===== src/design/oaids_pkg.sv =====
// ----------------------------------------------------------------------------
// oaids_pkg
// Shared types and constants for the ordered list store: request kinds,
// result status codes, cell commands and stream word widths.
// ----------------------------------------------------------------------------
package oaids_pkg;

  localparam int unsigned DATA_W    = 32;
  localparam int unsigned POS_W     = 5;
  localparam int unsigned COUNT_W   = 5;
  localparam int unsigned S_TDATA_W = 40;  // position + operand, padded to bytes
  localparam int unsigned M_TDATA_W = 80;  // removed + found + total + count, padded

  // Position reported by a search that finds nothing, or by any other request.
  localparam logic [POS_W-1:0] FOUND_NONE = '1;

  typedef enum logic [1:0] {
    KIND_INSERT = 2'd0,
    KIND_DELETE = 2'd1,
    KIND_SEARCH = 2'd2,
    KIND_NONE   = 2'd3
  } kind_e;

  typedef enum logic [1:0] {
    STATUS_DONE  = 2'd0,
    STATUS_RANGE = 2'd1,
    STATUS_FULL  = 2'd2
  } status_e;

  // Command broadcast to every cell of the chain in the same cycle.
  typedef enum logic [2:0] {
    CELL_HOLD   = 3'd0,
    CELL_LOAD   = 3'd1,  // copy the entry into the probe line
    CELL_SHIFT  = 3'd2,  // probe line moves one cell towards cell 0
    CELL_INSERT = 3'd3,
    CELL_DELETE = 3'd4
  } cell_op_e;

endpackage


===== src/design/oaids_cell.sv =====
// ----------------------------------------------------------------------------
// oaids_cell
// One position of the list: holds its entry and one word of the probe line,
// and trades data with its neighbours on insert, delete and probe shifts.
// ----------------------------------------------------------------------------
module oaids_cell #(
  parameter int unsigned IW    = 4,
  parameter int unsigned INDEX = 0
) (
  input  logic                           clk_i,
  input  oaids_pkg::cell_op_e            op_i,
  input  logic [IW-1:0]                  pos_i,
  input  logic [oaids_pkg::DATA_W-1:0]   operand_i,
  input  logic [oaids_pkg::DATA_W-1:0]   below_entry_i,
  input  logic [oaids_pkg::DATA_W-1:0]   above_entry_i,
  input  logic [oaids_pkg::DATA_W-1:0]   above_probe_i,
  output logic [oaids_pkg::DATA_W-1:0]   entry_o,
  output logic [oaids_pkg::DATA_W-1:0]   probe_o
);

  localparam logic [IW-1:0] Idx = IW'(INDEX);

  logic [oaids_pkg::DATA_W-1:0] entry_q, entry_d;
  logic [oaids_pkg::DATA_W-1:0] probe_q, probe_d;

  always_comb begin
    entry_d = entry_q;
    probe_d = probe_q;
    unique case (op_i)
      oaids_pkg::CELL_HOLD: begin
      end
      oaids_pkg::CELL_LOAD: begin
        probe_d = entry_q;
      end
      oaids_pkg::CELL_SHIFT: begin
        probe_d = above_probe_i;
      end
      oaids_pkg::CELL_INSERT: begin
        if (Idx > pos_i) begin
          entry_d = below_entry_i;
        end else if (Idx == pos_i) begin
          entry_d = operand_i;
        end
      end
      oaids_pkg::CELL_DELETE: begin
        if (Idx >= pos_i) begin
          entry_d = above_entry_i;
        end
      end
      default: begin
      end
    endcase
  end

  always_ff @(posedge clk_i) begin
    entry_q <= entry_d;
    probe_q <= probe_d;
  end

  assign entry_o = entry_q;
  assign probe_o = probe_q;

endmodule


===== src/design/ordered_array_insert_delete_search.sv =====
// ----------------------------------------------------------------------------
// ordered_array_insert_delete_search
// Insert, rejected requests and unused kinds finish without a walk; delete
// walks the probe line up to its position; search walks it until a match or
// until the count is reached. One request is in work at a time, so a new
// word is only taken once the last one has finished.
// Reset clears the count, the sum and all handshake state; entries are not
// cleared and only positions below the count are ever read.
// ----------------------------------------------------------------------------
// The store is a chain of DEPTH cells. Each cell holds one entry and one word
// of a probe line. Insert and delete move every entry above the target
// position by one cell, all in the same cycle. Every accepted word copies the
// entries into the probe line; for search and delete the probe line then
// moves one cell towards cell 0 per cycle, so the controller only ever
// looks at cell 0: it compares that word with the key, or takes it as the
// removed value once the walk has reached the delete position.
//
// The result sits in an output register, so a finished word can wait for the
// downstream side while the block returns to idle and takes the next request.
module ordered_array_insert_delete_search #(
  parameter int unsigned DEPTH = 16
) (
  input  logic                              clk_i,
  input  logic                              rst_ni,
  // Request side.
  input  logic                              s_axis_tvalid,
  output logic                              s_axis_tready,
  // tdata, low bit first: position [4:0], operand [36:5], zero [39:37].
  input  logic [oaids_pkg::S_TDATA_W-1:0]   s_axis_tdata,
  // tuser: kind [1:0].
  input  logic [1:0]                        s_axis_tuser,
  // Result side.
  output logic                              m_axis_tvalid,
  input  logic                              m_axis_tready,
  // tdata, low bit first: removed_value [31:0], found_at [36:32],
  // total [68:37], count [73:69], zero [79:74].
  output logic [oaids_pkg::M_TDATA_W-1:0]   m_axis_tdata,
  // tuser: status [1:0].
  output logic [1:0]                        m_axis_tuser
);

  // Index width for the cells, width of the fill count and a common width
  // wide enough to compare the 5-bit position field with the count.
  localparam int unsigned IW = (DEPTH > 1) ? $clog2(DEPTH) : 1;
  localparam int unsigned CW = $clog2(DEPTH + 1);
  localparam int unsigned WW = (CW > oaids_pkg::POS_W) ? CW : oaids_pkg::POS_W;

  typedef enum logic [1:0] {
    ST_IDLE = 2'b01,
    ST_RUN  = 2'b10
  } state_e;

  state_e                         state_q, state_d;
  oaids_pkg::kind_e               kind_q;
  logic [oaids_pkg::POS_W-1:0]    pos_q;
  logic [oaids_pkg::DATA_W-1:0]   oper_q;
  logic [CW-1:0]                  fill_q, fill_d;
  logic [oaids_pkg::DATA_W-1:0]   sum_q, sum_d;
  logic [CW-1:0]                  step_q;

  logic                           out_valid_q;
  logic [1:0]                     status_q;
  logic [oaids_pkg::DATA_W-1:0]   removed_q;
  logic [oaids_pkg::POS_W-1:0]    found_q;
  logic [oaids_pkg::DATA_W-1:0]   total_q;
  logic [oaids_pkg::COUNT_W-1:0]  count_q;

  logic                           s_accept;
  logic                           slot_free;
  logic                           done;
  logic                           fire;
  logic                           shift;
  oaids_pkg::status_e             status_c;
  logic [oaids_pkg::DATA_W-1:0]   removed_c;
  logic [oaids_pkg::POS_W-1:0]    found_c;
  oaids_pkg::cell_op_e            commit_op;
  oaids_pkg::cell_op_e            cell_op;

  logic [WW-1:0]                  fill_ext;
  logic [WW-1:0]                  pos_ext;
  logic [WW-1:0]                  step_ext;
  logic [WW-1:0]                  fill_next_ext;
  logic [IW-1:0]                  cell_pos;

  logic [oaids_pkg::DATA_W-1:0]   entry_w [DEPTH];
  logic [oaids_pkg::DATA_W-1:0]   probe_w [DEPTH];
  logic [oaids_pkg::DATA_W-1:0]   probe0;

  assign s_accept  = s_axis_tvalid && s_axis_tready;
  assign slot_free = !out_valid_q || m_axis_tready;

  assign fill_ext = WW'(fill_q);
  assign pos_ext  = WW'(pos_q);
  assign step_ext = WW'(step_q);
  // A position that passes the range checks is below DEPTH, so it fits IW bits.
  assign cell_pos = IW'(pos_ext);
  assign probe0   = probe_w[0];

  // Decide, for the request in work, whether it finishes this cycle and how.
  always_comb begin
    done      = 1'b0;
    shift     = 1'b0;
    status_c  = oaids_pkg::STATUS_DONE;
    removed_c = '0;
    found_c   = oaids_pkg::FOUND_NONE;
    commit_op = oaids_pkg::CELL_HOLD;
    fill_d    = fill_q;
    sum_d     = sum_q;
    if (state_q == ST_RUN) begin
      unique case (kind_q)
        oaids_pkg::KIND_INSERT: begin
          done = 1'b1;
          if (pos_ext > fill_ext) begin
            status_c = oaids_pkg::STATUS_RANGE;
          end else if (fill_q == CW'(DEPTH)) begin
            status_c = oaids_pkg::STATUS_FULL;
          end else begin
            commit_op = oaids_pkg::CELL_INSERT;
            fill_d    = fill_q + CW'(1);
            sum_d     = sum_q + oper_q;
          end
        end
        oaids_pkg::KIND_DELETE: begin
          if (pos_ext >= fill_ext) begin
            done     = 1'b1;
            status_c = oaids_pkg::STATUS_RANGE;
          end else if (step_ext == pos_ext) begin
            done      = 1'b1;
            removed_c = probe0;
            commit_op = oaids_pkg::CELL_DELETE;
            fill_d    = fill_q - CW'(1);
            sum_d     = sum_q - probe0;
          end else begin
            shift = 1'b1;
          end
        end
        oaids_pkg::KIND_SEARCH: begin
          if (step_q == fill_q) begin
            done = 1'b1;
          end else if (probe0 == oper_q) begin
            done    = 1'b1;
            found_c = step_ext[oaids_pkg::POS_W-1:0];
          end else begin
            shift = 1'b1;
          end
        end
        default: begin
          done = 1'b1;
        end
      endcase
    end
  end

  // The entries only change once the result can be written out.
  assign fire = done && slot_free;

  always_comb begin
    cell_op = oaids_pkg::CELL_HOLD;
    if (s_accept) begin
      cell_op = oaids_pkg::CELL_LOAD;
    end else if (fire) begin
      cell_op = commit_op;
    end else if (shift) begin
      cell_op = oaids_pkg::CELL_SHIFT;
    end
  end

  always_comb begin
    state_d = state_q;
    unique case (state_q)
      ST_IDLE: begin
        if (s_accept) begin
          state_d = ST_RUN;
        end
      end
      ST_RUN: begin
        if (fire) begin
          state_d = ST_IDLE;
        end
      end
      default: begin
        state_d = ST_IDLE;
      end
    endcase
  end

  assign s_axis_tready = (state_q == ST_IDLE);

  always_ff @(posedge clk_i or negedge rst_ni) begin
    if (!rst_ni) begin
      state_q     <= ST_IDLE;
      fill_q      <= '0;
      sum_q       <= '0;
      step_q      <= '0;
      out_valid_q <= 1'b0;
    end else begin
      state_q <= state_d;
      if (fire) begin
        fill_q <= fill_d;
        sum_q  <= sum_d;
      end
      if (s_accept) begin
        step_q <= '0;
      end else if (shift) begin
        step_q <= step_q + CW'(1);
      end
      if (fire) begin
        out_valid_q <= 1'b1;
      end else if (m_axis_tready) begin
        out_valid_q <= 1'b0;
      end
    end
  end

  // Request and result payload registers carry no reset.
  always_ff @(posedge clk_i) begin
    if (s_accept) begin
      kind_q <= oaids_pkg::kind_e'(s_axis_tuser);
      pos_q  <= s_axis_tdata[oaids_pkg::POS_W-1:0];
      oper_q <= s_axis_tdata[oaids_pkg::POS_W +: oaids_pkg::DATA_W];
    end
    if (fire) begin
      status_q  <= status_c;
      removed_q <= removed_c;
      found_q   <= found_c;
      total_q   <= sum_d;
      count_q   <= fill_next_ext[oaids_pkg::COUNT_W-1:0];
    end
  end

  assign fill_next_ext = WW'(fill_d);

  // The chain of cells. The top cell sees itself above and an empty probe;
  // the bottom cell never takes its lower neighbour, so it sees the operand.
  for (genvar gi = 0; gi < DEPTH; gi++) begin : g_cell
    logic [oaids_pkg::DATA_W-1:0] below_w;
    logic [oaids_pkg::DATA_W-1:0] above_w;
    logic [oaids_pkg::DATA_W-1:0] above_probe_w;

    if (gi == 0) begin : g_bottom
      assign below_w = oper_q;
    end else begin : g_below
      assign below_w = entry_w[gi-1];
    end

    if (gi == DEPTH - 1) begin : g_top
      assign above_w       = entry_w[gi];
      assign above_probe_w = '0;
    end else begin : g_above
      assign above_w       = entry_w[gi+1];
      assign above_probe_w = probe_w[gi+1];
    end

    oaids_cell #(
      .IW    (IW),
      .INDEX (gi)
    ) u_cell (
      .clk_i         (clk_i),
      .op_i          (cell_op),
      .pos_i         (cell_pos),
      .operand_i     (oper_q),
      .below_entry_i (below_w),
      .above_entry_i (above_w),
      .above_probe_i (above_probe_w),
      .entry_o       (entry_w[gi]),
      .probe_o       (probe_w[gi])
    );
  end

  assign m_axis_tvalid = out_valid_q;
  assign m_axis_tuser  = status_q;
  assign m_axis_tdata  = oaids_pkg::M_TDATA_W'({count_q, total_q, found_q, removed_q});

endmodule


===== config.mk =====
export PLATFORM = sky130hd
export DESIGN_NAME = ordered_array_insert_delete_search
export DESIGN_NICKNAME = d
export VERILOG_FILES = /design/src/design/oaids_pkg.sv /design/src/design/oaids_cell.sv /design/src/design/ordered_array_insert_delete_search.sv
export SDC_FILE = /design/constraint.sdc
export NUM_CORES = 2
export LEC_CHECK = 0
export BUFFER_PORTS_ARGS = -buffer_cell sky130_fd_sc_hd__buf_2
export CAP_MARGIN = 20
export CORE_MARGIN = 1
export CORE_UTILIZATION = 55
export DETAILED_ROUTE_END_ITERATION = 10
export PLACE_DENSITY = 0.71
export SYNTH_ARGS = -nofsm -noshare
export SYNTH_HDL_FRONTEND = slang
export SYNTH_HIERARCHICAL = 1
export SYNTH_SLANG_ARGS = --single-unit

===== constraint.sdc =====
create_clock -name clk_i -period 11.4 [get_ports clk_i]
set_input_delay 0.57 -clock clk_i [delete_from_list [all_inputs] [get_ports clk_i]]
set_output_delay 0.57 -clock clk_i [all_outputs]
set_load 0.005 [all_outputs]

======== Yosys cells after proc, flatten, opt, wreduce, memory -nomap -nowiden ========
Cells that the tools add are included.
storage, ports and cells
  flip-flop bits (word level) ............. 1,184
  word-level logic and storage cells ...... 299
  bits of input ports ..................... 46
operators by class
  equal/unequal tests ..................... 59
  bitwise gates (word level) .............. 5
  muxes and demuxes ....................... 122
  reduce and logical (&&, ||, !) cells .... 30
  $lt $le $gt $ge ......................... 33
  add/subtract/negate cells ............... 5
operators by type and width
  operator                                                              number
  32-bit case mux with 2 select lines                                   32
  32-bit 2-to-1 mux                                                     52
  3-bit by 1-bit != test with 1-bit output, second input constant       15
  3-bit AND reduction                                                   15
  5-bit 2-to-1 mux                                                      7
  32-bit adder                                                          1
  32-bit equality test                                                  1
  4-bit equality test, first input constant                             8
  4-bit > comparator, first input constant                              8
  2-bit by 1-bit != test with 1-bit output, second input constant       16
  32-bit subtractor                                                     1
  4-bit >= comparator, first input constant                             7
  3-bit by 4-bit equality test with 1-bit output, first input constant  4
  3-bit by 4-bit >= comparator with 1-bit output, first input constant  4
  3-bit by 4-bit > comparator with 1-bit output, first input constant   4
  3-bit 2-to-1 mux                                                      5
  2-bit 2-to-1 mux                                                      7
  1-bit 2-to-1 mux                                                      13
  5-bit by 1-bit adder with 5-bit output, second input constant         2
  5-bit equality test                                                   2
  5-bit case mux with 2 select lines                                    1
  2-bit nonzero test                                                    5
  2-bit by 4-bit equality test with 1-bit output, first input constant  2
  1-bit by 4-bit >= comparator with 1-bit output, first input constant  2
  other kinds (25)                                                      40

======== Longest topological paths before layout ========
  depth after elaboration ................. 11
  mapped depth ............................ 19

======== Cells and area by module ========
Netlist, hierarchy kept.
by module, submodules not included
  module                              instances  cells an instance  area each (µm²)
  ordered_array_insert_delete_search  1          1,111              10,949.3
  oaids_cell at g_cell[2].u_cell      1          271                3,623.5
  oaids_cell at g_cell[12].u_cell     1          264                3,498.4
  oaids_cell at g_cell[4].u_cell      1          264                3,467.1
  oaids_cell at g_cell[8].u_cell      1          178                3,271.9
  oaids_cell at g_cell[5].u_cell      1          256                3,136.8
  oaids_cell at g_cell[11].u_cell     1          256                3,129.3
  oaids_cell at g_cell[7].u_cell      1          217                3,075.4
  oaids_cell at g_cell[15].u_cell     1          212                3,054.2
  oaids_cell at g_cell[3].u_cell      1          212                3,052.9
  oaids_cell at g_cell[13].u_cell     1          212                3,051.7
  oaids_cell at g_cell[1].u_cell      1          212                3,036.7
  oaids_cell at g_cell[9].u_cell      1          218                3,025.4
  oaids_cell at g_cell[6].u_cell      1          218                3,017.9
  +3 rows                             --         --                 --

======== Worst setup path after synthesis ========
No wires, ideal clock.
  kind .................................... register to register
  start ................................... register pos_q, in the netlist pos_ext[3]
  end ..................................... register g_cell[4].u_cell.entry_q, in the netlist g_cell[4].u_cell/entry_o[0], enable pin
  period minus slack after synthesis ...... 9,173 ps
  cell stages (with the launch flop) ...... 14
  arrival time ............................ 8,703 ps
  data required time ...................... 10,930 ps
  library setup time ...................... 470 ps
  slack ................................... 2,227 ps
  cells stage by stage .................... edfxtp_1 > ha_1 > a21o_1 > a21oi_2 > o21ai_1 > o21ai_0 > a31o_1 > nand2b_4 > buf_6 > mux2i_1 > buf_2 > clkbuf_1 > nand3b_1 > a211oi_1
on the way
  longest elaborated chain between the ends .. 11
ends and longest elaborated chain
  item                                                                                   line                                       RTL
  start: declaration                                                                     ordered_array_insert_delete_search.sv:55   logic [oaids_pkg::POS_W-1:0] pos_q;
  start signal: assignment                                                               ordered_array_insert_delete_search.sv:219  pos_q <= s_axis_tdata[oaids_pkg::POS_W-1:0];
  branches (longest 6 deep; another with 5-bit >= comparator)                            --
  3-bit 2-to-1 mux *                                                                     ordered_array_insert_delete_search.sv:161  end else if (fire) begin
  3-bit 2-to-1 mux *                                                                     ordered_array_insert_delete_search.sv:159  if (s_accept) begin
  net cell_op[1]                                                                         ordered_array_insert_delete_search.sv:77   oaids_pkg::cell_op_e cell_op;
  3-bit by 2-bit equality test with 1-bit output or 3-bit equality test (tied branches)  oaids_cell.sv:29                           unique case (op_i)
  3-bit by 1-bit != test with 1-bit output (no line), or another cell as far along       --
  3-bit AND reduction (no line) *                                                        --
  end signal: assignment                                                                 oaids_cell.sv:56                           entry_q <= entry_d;
  end: declaration                                                                       oaids_cell.sv:23                           logic [oaids_pkg::DATA_W-1:0] entry_q, entry_d;
Mark *: on every way through the listed nets, which the timed path passes.
A chain may end at the register's enable or synchronous reset.

======== Worst setup path in the final report ========
  start ................................... register pos_q, in the netlist pos_ext[3]
  end ..................................... register g_cell[8].u_cell.entry_q, in the netlist g_cell[8].u_cell/entry_o[4], enable pin
on the way
  longest elaborated chain between the ends .. 11
ends and longest elaborated chain
  item                                                                                   line
  branches (longest 6 deep; another with 5-bit >= comparator)                            --
  3-bit 2-to-1 mux *                                                                     ordered_array_insert_delete_search.sv:161
  3-bit 2-to-1 mux *                                                                     ordered_array_insert_delete_search.sv:159
  net cell_op[0]                                                                         ordered_array_insert_delete_search.sv:77
  3-bit by 2-bit equality test with 1-bit output or 3-bit equality test (tied branches)  oaids_cell.sv:29
  3-bit by 1-bit != test with 1-bit output (no line), or another cell as far along       --
  3-bit AND reduction (no line) *                                                        --
  end signal: assignment                                                                 oaids_cell.sv:56
  end: declaration                                                                       oaids_cell.sv:23
Marked as above.

==> flow_summary.ini <==
[logic_synthesis]
synth.top_cells.by_area = edfxtp_1 (56%), mux2_2 (9.8%), a21oi_1 (3.1%)
synth_edf_count = 1139
syn-cell-area_sq_um = 61200
syn_inst = 4678
async_flop_share_pct = 3.80
syn_avg_cell_area_sq_um = 13.1
netlist.area_leader.share_pct = 55.9
yosys_warnings = 6
ys_seq_elements = 1184
synth_seq_area_share_pct = 57.7
ys.flop_type = edfxtp_1
ys_types = 107
synth_area_leader_cell = edfxtp_1

[placement]
gp_congestion = 0.932
place_inst = 6123
dp_slack_ps = 5010
dp_hpwl_mm = 118
placed_cell_area_sq_um = 63100
portBuffers = 120

[hold_path]
min_from = s_axis_tuser[0]
holdPathStages = 1
hold_path_class = in -> reg
hold_end = kind_q[0]$_DFFE_PP_

[critical_path]
r2r-end = g_cell[8].u_cell/entry_o[4]$_DFFE_PP_
reg2reg_from = pos_ext[3]$_DFFE_PP_
crit_slowest_cell = a21o_4
max_stage_delay_ps = 650
endpoint_kind = register
cp-start-kind = register
worst-setup-path-type = reg -> reg
rr_worst_depth = 15
setup.worst_path.start = pos_ext[3]$_DFFE_PP_
crit_arrival_ps = 6970
reg2reg_slack_ps = 4830
cp_max_fo = 69
cp_common_cell = buf_4
path_cells = buf_4, ha_1, a21o_1, a21oi_2, o21ai_1, o21ai_0, a31o_1, nand2b_4, clkinv_4, a21o_4, buf_12, or3b_2, buf_4, a21oi_2, buf_4
cp.required_ps = 11790

[finish]
area_growth_pct = 10.1
instances_no_fill = 6366
design_area_sq_um = 67400
n_fill_cell = 8579
layout_commonest_cell = edfxtp_1
diodes = 0
final_util_pct = 60.9
layout_common_cells = edfxtp_1 (1139), mux2_2 (534), a21oi_1 (379), nand2_1 (282), nor2_1 (281)
final_nets = 4895
drive_gt1_share_pct = 24.7
seq_area_sq_um = 35300
multi_input_area_sq_um = 23900

[timing]
rsz0062_at_grt = no
setup_viol = 0
fin_skew_ps = 46.5
post-route-period-util_pct = 57.7
drv_slew = 0
fin_crit_ps = 6570
worstMarginPinSlew_ps = 1180
setup_slack_ps = 4830
finalHoldViolations = 0
tns_ps = 0
relSlewSlack_pct = 20.0
max_freq_ghz = 0.152

[route]
first_pass_iters = 6
wire_per_inst_um = 28.2
drc = 0
m1WireLength_mm = 72.4
num_vias = 41400
viasPerCell = 6.50
met2_length_mm = 82.3
drtIter0Drc = 5569
ant_nets = 0
route.met3.wl_mm = 15.5
wirelength_mm = 180
top_layer_used = met4

[global_route]
antenna_found_initial = 9
grt_first_pass_wirelength_mm = 266
grt-ovfl-total = 0
track_usage_pct = 31.6
grt_pass1_vias = 40100
grt_max_degree = 139

[clock_network]
h-tree-depth = 3
cts.sinks = 1184
clk_pin_slew_ps = 60
cts_resized = 0
cts_tree = done
post_cts_buffers = 0
cts-root-buf = clkbuf_16
cts_buffers = 119
clkLatencyLatePin_ps = 750
cts_buffer_depth = 3

[power]
p_leak_uw = 0.0235
max-vdd-ir-drop_v = 0.000148
powerDensity_nw_per_um2 = 196

[outcome]
outcome = complete, no violations

[floorplanning]
core_sq_um = 111000
num_rows = 122
io_pins = 130
initial_core_util_pct = 55.4
die-area_sq_um = 113000
die_w_um = 336
die_y_um = 336

[job]
cap_violations = 0
## stage by stage
stage / power, uW / hold WS, ps
after floorplan: 7930 / 274
after global placement: 8970 / 519
after detailed placement: 9030 / 518
after CTS: 13200 / 0.573
after global routing: 13600 / 6.73
final: 13200 / 37.1
## worst max-delay path by stage
stage | to | slack (ps) | cells past startpoint
2_1_floorplan | g_cell[4].u_cell/entry_o[0]$_DFFE_PP_ | 2230 | 13
3_3_place_gp | g_cell[8].u_cell/entry_o[6]$_DFFE_PP_ | 5110 | 15
3_5_place_dp | g_cell[8].u_cell/entry_o[6]$_DFFE_PP_ | 5010 | 15
4_1_cts | g_cell[8].u_cell/entry_o[8]$_DFFE_PP_ | 4990 | 15
5_1_grt | g_cell[8].u_cell/entry_o[8]$_DFFE_PP_ | 4640 | 15
6_report | g_cell[8].u_cell/entry_o[4]$_DFFE_PP_ | 4830 | 15
## layer usage
| layer | vias up | track usage [%] |
|---|---|---|
| met5 | - | 0 |
| met4 | 0 | 14.9 |
| met3 | 418 | 4.60 |
| met2 | 2193 | 49.3 |
| met1 | 20500 | 43.6 |
| li1 | 18300 | - |
## cell usage after synthesis, types with 84 or more instances
cell	n
nor2_1	298
mux2i_1	131
clkbuf_1	132
mux2_2	534
a2bb2oi_1	157
nand2_1	285
nand3_1	84
o21ai_0	155
a31oi_1	173
edfxtp_1	1139
a21oi_1	385
nor4b_1	96
## logic make-up after synthesis
family          count (synthesis)  share of synthesized area (%)
buf+inv                       407                           3.97
simple gates                  985                           8.73
fa+ha+maj                      76                           1.58
mux                           756                           13.8
xor+xnor                      111                           1.59
compound gates               1158                           12.6
flops                        1184                           57.7
other cells                     1                        0.00613
## state kept, by name, indices dropped and copies added, names as in the netlist, 32 cells and up
name / flops
g_cell.below_w: 32
total_q: 32
g_cell.u_cell/entry_o: 512
g_cell.u_cell/probe_o: 512
sum_q: 32
removed_q: 32
## power by group
| group | internal (uW) | switching (uW) |
|---|---|---|
| clock network | 2390 | 1770 |
| registers | 5530 | 249 |
| logic | 1040 | 2230 |
## repair_timing
action / in CTS / in global routing
hold endpoints to repair: 57 / 0
endpoints found under the setup margin: 0 / 0
hold buffers: 14 / 0
## area by class of cell
type                       instances  share of cell area, %
multi-input combinational       3124                   35.4
clock buffer                     133                   4.53
tap                             1488                   2.76
clock inverter                    93                   1.60
inverter                          62                  0.353
sequential                      1184                   52.5
timing repair buffer             282                   2.86
## worst max-delay path, delay by kind of cell, from the launching register on
family	cells	cell delay, ps
compound gates	7	2230
flops	1	320
buf+inv	5	2120
fa+ha+maj	1	360
simple gates	2	920
Note: power is estimated with default switching activity, not from simulation.
